## config.mk

```make
export PLATFORM = sky130hd
export DESIGN_NAME = sortable_list_engine_unit_flat
export DESIGN_NICKNAME = d
export VERILOG_FILES = /design/src/sle_pkg.sv /design/src/sle_stream_if.sv /design/src/sortable_list_engine_unit.sv /design/src/sle_cell.sv /design/src/flat_wrapper.sv
export SDC_FILE = /design/constraint.sdc
export NUM_CORES = 2
export LEC_CHECK = 0
export BUFFER_PORTS_ARGS = -buffer_cell sky130_fd_sc_hd__clkbuf_2
export CAP_MARGIN = 20
export CORE_MARGIN = 5
export CORE_UTILIZATION = 41
export CTS_BUF_LIST = sky130_fd_sc_hd__clkbuf_16
export DETAILED_ROUTE_END_ITERATION = 10
export SLEW_MARGIN = 20
export SYNTH_ARGS = -nofsm -noshare
export SYNTH_HDL_FRONTEND = slang
export SYNTH_SLANG_ARGS = --single-unit
```

## constraint.sdc

```tcl
create_clock -name clk -period 18.8 [get_ports clk]
set_input_delay 1.88 -clock clk [delete_from_list [all_inputs] [get_ports clk]]
set_output_delay 1.88 -clock clk [all_outputs]
set_load 0.01 [all_outputs]
```

## src/sle_pkg.sv

```systemverilog
// ----------------------------------------------------------------------------
// Sortable list engine package
// Word layouts, operation and status codes, and cell control shared by the
// list engine, its cells and its stream interfaces.
// ----------------------------------------------------------------------------
package sle_pkg;

  localparam logic [2:0] OP_APPEND  = 3'd0;
  localparam logic [2:0] OP_INSERT  = 3'd1;
  localparam logic [2:0] OP_DELETE  = 3'd2;
  localparam logic [2:0] OP_REVERSE = 3'd3;
  localparam logic [2:0] OP_SORT    = 3'd4;
  localparam logic [2:0] OP_READ    = 3'd5;

  localparam logic [2:0] ST_OK     = 3'd0;
  localparam logic [2:0] ST_FULL   = 3'd1;
  localparam logic [2:0] ST_BADPOS = 3'd2;
  localparam logic [2:0] ST_EMPTY  = 3'd3;
  localparam logic [2:0] ST_BEYOND = 3'd4;

  localparam logic [2:0] M_HOLD    = 3'd0;
  localparam logic [2:0] M_WRITE   = 3'd1;
  localparam logic [2:0] M_INSERT  = 3'd2;
  localparam logic [2:0] M_TAGLOAD = 3'd3;
  localparam logic [2:0] M_SORT    = 3'd4;
  localparam logic [2:0] M_REV     = 3'd5;

  typedef struct packed {
    logic [2:0]         op;
    logic signed [31:0] value;
    logic [4:0]         position;
  } cmd_t;

  typedef struct packed {
    logic [2:0]         status;
    logic signed [31:0] read_value;
    logic [4:0]         list_length;
  } rsp_t;

  typedef struct packed {
    logic [2:0]         mode;
    logic               parity;
    logic signed [31:0] wdata;
  } cell_ctrl_t;

endpackage

```

## src/sle_stream_if.sv

```systemverilog
// ----------------------------------------------------------------------------
// Sortable list engine stream interface
// Valid/ready channel carrying one word of the given payload type.
// ----------------------------------------------------------------------------
interface sle_stream_if #(
  parameter type payload_t = logic [0:0]
);
  logic     valid;
  logic     ready;
  payload_t payload;

  modport source(output valid, output payload, input ready);
  modport sink(input valid, input payload, output ready);
endinterface

```

## src/sortable_list_engine_unit.sv

```systemverilog
// ----------------------------------------------------------------------------
// Sortable list engine
// Bounded ordered list held in a row of cells, with append, insert, delete,
// reverse, ascending sort and read.
// ----------------------------------------------------------------------------
// Append, insert, delete, read and unused codes: the reply word is
// registered and shown the cycle after the command word is taken.
// Sort and reverse: the command word loads the position tags, the CAPACITY
// odd-even transposition passes then run over the cell row, and the reply
// word is registered after the last pass; no command word is taken meanwhile.
// Reset (synchronous) empties the list and clears the reply valid flag; element
// contents are left as they are and are read only where written.
module sortable_list_engine_unit #(
  parameter int CAPACITY = 16
) (
  input  logic         clk,
  input  logic         rst,
  sle_stream_if.sink   cmd,
  sle_stream_if.source rsp
);

  localparam int IW = (CAPACITY > 1) ? $clog2(CAPACITY) : 1;
  localparam int CW = $clog2(CAPACITY + 1);
  localparam int XW = (CW > 5) ? CW : 5;

  localparam logic S_IDLE = 1'b0;
  localparam logic S_RUN  = 1'b1;

  logic                state;
  logic                state_next;
  logic [IW-1:0]       phase;
  logic                rev_run;
  logic [CW-1:0]       count;
  logic [CW-1:0]       count_next;
  logic                out_valid;
  sle_pkg::rsp_t       out_data;

  sle_pkg::cell_ctrl_t ctrl;
  logic [IW-1:0]       target;
  logic [2:0]          st;
  logic signed [31:0]  rd;
  logic                start_run;
  logic                run_done;
  logic                acc;
  logic                load_out;
  logic [XW-1:0]       pos_x;
  logic [XW-1:0]       cnt_x;

  logic signed [31:0]  vals  [CAPACITY];
  logic [IW-1:0]       tags  [CAPACITY];
  logic                swaps [CAPACITY];

  assign cmd.ready   = (state == S_IDLE) && (!out_valid || rsp.ready);
  assign acc         = cmd.valid && cmd.ready;
  assign rsp.valid   = out_valid;
  assign rsp.payload = out_data;

  assign pos_x    = XW'(cmd.payload.position);
  assign cnt_x    = XW'(count);
  assign run_done = (state == S_RUN) && (phase == IW'(CAPACITY - 1));
  assign load_out = (acc && !start_run) || run_done;

  always_comb begin
    ctrl.mode   = sle_pkg::M_HOLD;
    ctrl.parity = phase[0];
    ctrl.wdata  = cmd.payload.value;
    target      = '0;
    count_next  = count;
    st          = sle_pkg::ST_OK;
    rd          = '0;
    start_run   = 1'b0;
    state_next  = state;
    if (state == S_RUN) begin
      ctrl.mode = rev_run ? sle_pkg::M_REV : sle_pkg::M_SORT;
      if (run_done) state_next = S_IDLE;
    end else if (acc) begin
      unique case (cmd.payload.op)
        sle_pkg::OP_APPEND: begin
          if (count >= CW'(CAPACITY)) begin
            st = sle_pkg::ST_FULL;
          end else begin
            ctrl.mode  = sle_pkg::M_WRITE;
            target     = IW'(count);
            count_next = count + CW'(1);
          end
        end
        sle_pkg::OP_INSERT: begin
          if (count >= CW'(CAPACITY)) begin
            st = sle_pkg::ST_FULL;
          end else if (count == '0) begin
            ctrl.mode  = sle_pkg::M_INSERT;
            target     = '0;
            count_next = CW'(1);
          end else if (pos_x == '0 || pos_x > cnt_x + XW'(1)) begin
            st = sle_pkg::ST_BADPOS;
          end else begin
            ctrl.mode  = sle_pkg::M_INSERT;
            target     = IW'(pos_x - XW'(1));
            count_next = count + CW'(1);
          end
        end
        sle_pkg::OP_DELETE: begin
          if (count == '0) st = sle_pkg::ST_EMPTY;
          else count_next = count - CW'(1);
        end
        sle_pkg::OP_REVERSE, sle_pkg::OP_SORT: begin
          ctrl.mode  = sle_pkg::M_TAGLOAD;
          start_run  = 1'b1;
          state_next = S_RUN;
        end
        sle_pkg::OP_READ: begin
          if (count == '0) begin
            st = sle_pkg::ST_EMPTY;
          end else if (pos_x == '0) begin
            st = sle_pkg::ST_BADPOS;
          end else if (pos_x > cnt_x) begin
            st = sle_pkg::ST_BEYOND;
          end else begin
            rd = vals[IW'(pos_x - XW'(1))];
          end
        end
        default: st = sle_pkg::ST_OK;
      endcase
    end
  end

  always_ff @(posedge clk) begin
    if (rst) begin
      state     <= S_IDLE;
      phase     <= '0;
      count     <= '0;
      out_valid <= 1'b0;
    end else begin
      state <= state_next;
      count <= count_next;
      if (start_run || run_done) phase <= '0;
      else if (state == S_RUN) phase <= phase + IW'(1);
      if (load_out) out_valid <= 1'b1;
      else if (rsp.ready) out_valid <= 1'b0;
    end
  end

  always_ff @(posedge clk) begin
    if (start_run) rev_run <= (cmd.payload.op == sle_pkg::OP_REVERSE);
    if (load_out) begin
      out_data.status      <= st;
      out_data.read_value  <= rd;
      out_data.list_length <= 5'(count_next);
    end
  end

  // Reversal reuses the sorting passes: every cell is tagged with its index
  // and the prefix is then sorted into descending tag order.
  for (genvar i = 0; i < CAPACITY; i++) begin : g_cell
    logic signed [31:0] lv;
    logic signed [31:0] rv;
    logic [IW-1:0]      lt;
    logic [IW-1:0]      rt;
    logic               si;

    if (i == 0) begin : g_first
      assign lv = '0;
      assign lt = '0;
      assign si = 1'b0;
    end else begin : g_mid
      assign lv = vals[i-1];
      assign lt = tags[i-1];
      assign si = swaps[i-1];
    end

    if (i == CAPACITY - 1) begin : g_last
      assign rv = '0;
      assign rt = '0;
    end else begin : g_inner
      assign rv = vals[i+1];
      assign rt = tags[i+1];
    end

    sle_cell #(
      .IDX (i),
      .IW  (IW),
      .CW  (CW)
    ) u_cell (
      .clk       (clk),
      .ctrl      (ctrl),
      .target    (target),
      .count     (count),
      .left_val  (lv),
      .right_val (rv),
      .left_tag  (lt),
      .right_tag (rt),
      .swap_in   (si),
      .val       (vals[i]),
      .tag       (tags[i]),
      .swap_out  (swaps[i])
    );
  end

  a_count_bound: assert property (@(posedge clk) disable iff (rst)
    count <= CW'(CAPACITY))
    else $error("list length beyond capacity");

  a_busy_no_take: assert property (@(posedge clk) disable iff (rst)
    (state == S_RUN) |-> !cmd.ready)
    else $error("command word taken during a sort pass");

  a_run_reply: assert property (@(posedge clk) disable iff (rst)
    run_done |=> (out_valid && state == S_IDLE))
    else $error("no reply word after the last sort phase");

  a_append_grows: assert property (@(posedge clk) disable iff (rst)
    (acc && cmd.payload.op == sle_pkg::OP_APPEND && count < CW'(CAPACITY))
      |=> (count == $past(count) + CW'(1)))
    else $error("append did not grow the list");

endmodule

```

## src/sle_cell.sv

```systemverilog
// ----------------------------------------------------------------------------
// Sortable list engine cell
// Holds one list element and its position tag, and exchanges them with its
// right-hand neighbour during odd-even transposition passes.
// ----------------------------------------------------------------------------
module sle_cell #(
  parameter int IDX = 0,
  parameter int IW  = 4,
  parameter int CW  = 5
) (
  input  logic                 clk,
  input  sle_pkg::cell_ctrl_t  ctrl,
  input  logic [IW-1:0]        target,
  input  logic [CW-1:0]        count,
  input  logic signed [31:0]   left_val,
  input  logic signed [31:0]   right_val,
  input  logic [IW-1:0]        left_tag,
  input  logic [IW-1:0]        right_tag,
  input  logic                 swap_in,
  output logic signed [31:0]   val,
  output logic [IW-1:0]        tag,
  output logic                 swap_out
);

  localparam logic [IW-1:0] MY_IDX   = IW'(IDX);
  localparam logic [CW:0]   NEXT_IDX = (CW+1)'(IDX + 1);
  localparam logic          ODD      = ((IDX % 2) == 1);

  logic signed [31:0] val_next;
  logic [IW-1:0]      tag_next;
  logic               pair_on;

  // This cell is the left member of an active pair when the phase matches
  // its parity and its neighbour still lies inside the list.
  assign pair_on = (ctrl.parity == ODD) && (NEXT_IDX < {1'b0, count});

  always_comb begin
    swap_out = 1'b0;
    unique case (ctrl.mode)
      sle_pkg::M_SORT: swap_out = pair_on && (val > right_val);
      sle_pkg::M_REV:  swap_out = pair_on && (tag < right_tag);
      default:         swap_out = 1'b0;
    endcase
  end

  always_comb begin
    val_next = val;
    tag_next = tag;
    unique case (ctrl.mode)
      sle_pkg::M_WRITE: begin
        if (MY_IDX == target) val_next = ctrl.wdata;
      end
      sle_pkg::M_INSERT: begin
        if (MY_IDX == target) begin
          val_next = ctrl.wdata;
        end else if (MY_IDX > target) begin
          val_next = left_val;
        end
      end
      sle_pkg::M_TAGLOAD: tag_next = MY_IDX;
      sle_pkg::M_SORT, sle_pkg::M_REV: begin
        if (swap_out) begin
          val_next = right_val;
          tag_next = right_tag;
        end else if (swap_in) begin
          val_next = left_val;
          tag_next = left_tag;
        end
      end
      default: begin
        val_next = val;
        tag_next = tag;
      end
    endcase
  end

  always_ff @(posedge clk) begin
    val <= val_next;
    tag <= tag_next;
  end

endmodule

```

## src/flat_wrapper.sv

```systemverilog
// flat-port wrapper written by rule: the top's interface ports become plain ports
module sortable_list_engine_unit_flat 
#(
  parameter int CAPACITY = 16
)
  (clk, rst, cmd_valid, cmd_payload, cmd_ready, rsp_valid, rsp_payload, rsp_ready);
  sle_stream_if #(.payload_t(sle_pkg::cmd_t)) cmd_i ();
  sle_stream_if #(.payload_t(sle_pkg::rsp_t)) rsp_i ();
  input  logic clk;
  input  logic rst;
  input wire logic [$bits(cmd_i.valid)-1:0] cmd_valid;
  input wire logic [$bits(cmd_i.payload)-1:0] cmd_payload;
  output wire logic [$bits(cmd_i.ready)-1:0] cmd_ready;
  output wire logic [$bits(rsp_i.valid)-1:0] rsp_valid;
  output wire logic [$bits(rsp_i.payload)-1:0] rsp_payload;
  input wire logic [$bits(rsp_i.ready)-1:0] rsp_ready;
  assign cmd_i.valid = cmd_valid;
  assign cmd_i.payload = cmd_payload;
  assign cmd_ready = cmd_i.ready;
  assign rsp_valid = rsp_i.valid;
  assign rsp_payload = rsp_i.payload;
  assign rsp_i.ready = rsp_ready;
  sortable_list_engine_unit #(.CAPACITY(CAPACITY)) u_core (.clk(clk), .rst(rst), .cmd(cmd_i), .rsp(rsp_i));
endmodule
```

==> impl_metrics.yaml <==
global_route:
  grt_antenna_before_repair: 14
  grt_start_max_net_pins: 73
  grt_usage_pct: 27.0
  grt_first_pass_wirelength_mm: 261
  grt_remaining_overflow: 0
  grt_pass1_vias: 38500
clocking:
  clkSlewWorstSetupHoldPaths_ns: 0.06
  ctsResizeCount: 0
  htree_levels: 3
  root_buffer: "clkbuf_16"
  insertion_delay_ns: 0.67
  cts_tree: "built"
  cts_buffers: 80
  clock_sinks: 628
  cts_setup_buffers: 0
  cts_hold_buf: 0
  clockBufferDepth: 3
routing:
  route.met2.wl_mm: 77.4
  wire_per_inst_um: 27.9
  via_per_inst: 6.47
  initialDrtViolationCount: 4996
  firstDrtPassIters: 6
  drt_wl_total_mm: 178
  top_layer_used: "met5"
  drc: 0
  drtAntennaViolNets: 0
  dr_total_vias: 41300
  wl_met3_mm: 18.5
  wl_met1_mm: 76.4
cells_and_area:
  synthToLayoutAreaGrowth_pct: 10.4
  drive_gt1_share_pct: 11.4
  utilization_pct: 45.6
  nets: 5292
  design_area_mm2: 0.0547
power_and_ir_drop:
  leakagePower_nw: 22.0
  power_density_mw_per_mm2: 75.1
  power_w: 0.00411
  vdd_drop_max_mv: 0.0609
die:
  fp-row-count: 127
  core_mm2: 0.120
  initial_core_util_pct: 41.3
  die_y_um: 358
  dieArea_mm2: 0.128
  fp.dieW_um: 358
  num_io_pins: 86
yosys:
  yosysTopAreaCellShare_pct: 37.4
  yosysWarnings: 0
  yosys-top-cells-count: "edfxtp_1, inv_1, ha_1, a221o_1, nand2_1"
  syn_area_mm2: 0.0496
  ys_async_sr_fraction_pct: 0
  ys_seq_area_share_pct: 37.8
  synth.net_count: 5331
  synth_largest_area_cell: "edfxtp_1"
  synth_edf_count: 617
  synth_seq_cells: 628
  syn_avg_cell_area_um2: 10.5
  yosysUniqueCellTypes: 93
  synthTopCellsByArea: "edfxtp_1, ha_1, mux4_2, a221o_1, inv_1"
  synth_cells: 4745
  synth_most_common_cell: "edfxtp_1"
  synth_ff_type: "edfxtp_1"
sta:
  slew_headroom_pct: 11.2
  hold_viol: 0
  finalSetupTns_ns: 0
  tightest_slew_ns: 1.32
  rsz0062_at_grt: "false"
  period_share_pct: 33.0
  fmax_mhz: 161
  finalClockSkew_ns: 0.0313
  setup_violations: 0
  slew_violations: 0
  fin_crit_ns: 6.20
placement:
  port_buffers: 85
  dp_hpwl_mm: 136
  dpl_cell_area_mm2: 0.0522
  gp_congestion: 0.906
worst_setup_path:
  reg2reg_slack_ns: 12.82
  cp_data_arrival_time_ns: 6.48
  critPathLaunchType: "input pin"
  critPathKind: "in2reg"
  worstPathRequired_ns: 19.09
  worst-path-max-fanout: 70
  crit_path_end_kind: "flop"
min_path:
  hold_path.class: "reg2reg"
flow_run:
  max-cap-violations: 0
outcome:
  status: "finished, final reports clean"
[final timing paths]
check | cells past startpoint | startpoint | end
worst max-delay path | 11 | cmd_payload[0] | u_core.g_cell[1].u_cell.val[26]
worst min register to register | 2 | u_core.phase[1] | u_core.phase[1]
worst min-delay path | 2 | u_core.phase[1] | u_core.phase[1]
worst max register to register | 12 | u_core.cnt_x[1] | u_core.g_cell[3].u_cell.val[27]
[power breakdown]
group | leakage (nW) | internal [W] | total, W | switching [W]
sequential | 5.75 | 0.00166 | 0.00178 | 0.000128
clock | 1.31 | 0.000858 | 0.00151 | 0.000653
combinational | 14.9 | 0.000341 | 0.000814 | 0.000473
total | 22.0 | 0.00286 | 0.00411 | 0.00125
[critical path, cell delays in order]
cell,delay (ns)
buf_8,0.60
inv_1,0.33
ha_1,0.29
inv_1,0.06
a221o_1,0.31
a211o_1,0.48
o22ai_1,0.32
nor2_1,0.80
nand2_1,0.23
o21ai_0,0.22
a22o_2,0.88
[layout make-up]
type | instances | area, µm²
inverter | 561 | 2110
fill | 11200 | 65400
antenna | 6 | 15.0
clock inverter | 62 | 438
timing repair buffer | 173 | 1200
tap | 1612 | 2020
clock buffer | 82 | 2050
sequential | 628 | 18800
multi-input combinational | 3262 | 28200
[kinds of logic after synthesis]
logic type / after synthesis / synth area share (%)
xor gates and xnor gates: 11 / 0.194
AOI/OAI and AO/OA: 1283 / 19.8
muxes: 254 / 9.17
and+or+nand+nor: 1172 / 12.7
DFF: 628 / 37.8
adders and majority gates: 542 / 13.7
buffers and inverters: 855 / 6.58
[placed cells by master (no fill, tap or decap), types with 74 or more instances in the layout]
cell       count
a21oi_1      238
ha_1         541
nand2_1      305
mux4_2       160
o211ai_1      79
and2_1        74
nor2_1       105
clkbuf_16     82
a22o_1        97
nand4_1      105
mux2i_1       90
nor2b_1      292
o21ai_0      137
clkbuf_2      84
edfxtp_1     617
buf_4         81
a22oi_1       98
inv_1        580
nand3_1       89
a221o_1      323
[sequential cells by signal, summed over array words and instances, names as in the netlist]
| name | cells |
|---|---|
| u_core.cnt_x | 5 |
| u_core.state | 1 |
| u_core.g_cell.u_cell.tag | 64 |
| u_core.rev_run | 1 |
| u_core.rsp.payload | 40 |
| u_core.rsp.valid | 1 |
| u_core.g_cell.u_cell.val | 512 |
| u_core.phase | 4 |
[per-stage QoR]
step                      hold slack [ns]  std cells  setup slack (ns)
after floorplan                     0.488       4745             10.86
after global placement              0.517       6229             12.03
after detailed placement            0.544       6233             12.05
after CTS                           0.550       6377             12.75
after global routing                0.579       6386             12.32
final                               0.546       6386             12.60
[routing by layer]
| metal | GRT usage (%) | up-vias |
|---|---|---|
| met5 | 0 | - |
| met4 | 8.40 | 2 |
| met1 | 39.2 | 20500 |
| met2 | 40.4 | 2258 |
| met3 | 5.96 | 257 |
| li1 | - | 18300 |
Note: power is estimated with default switching activity, not from simulation.
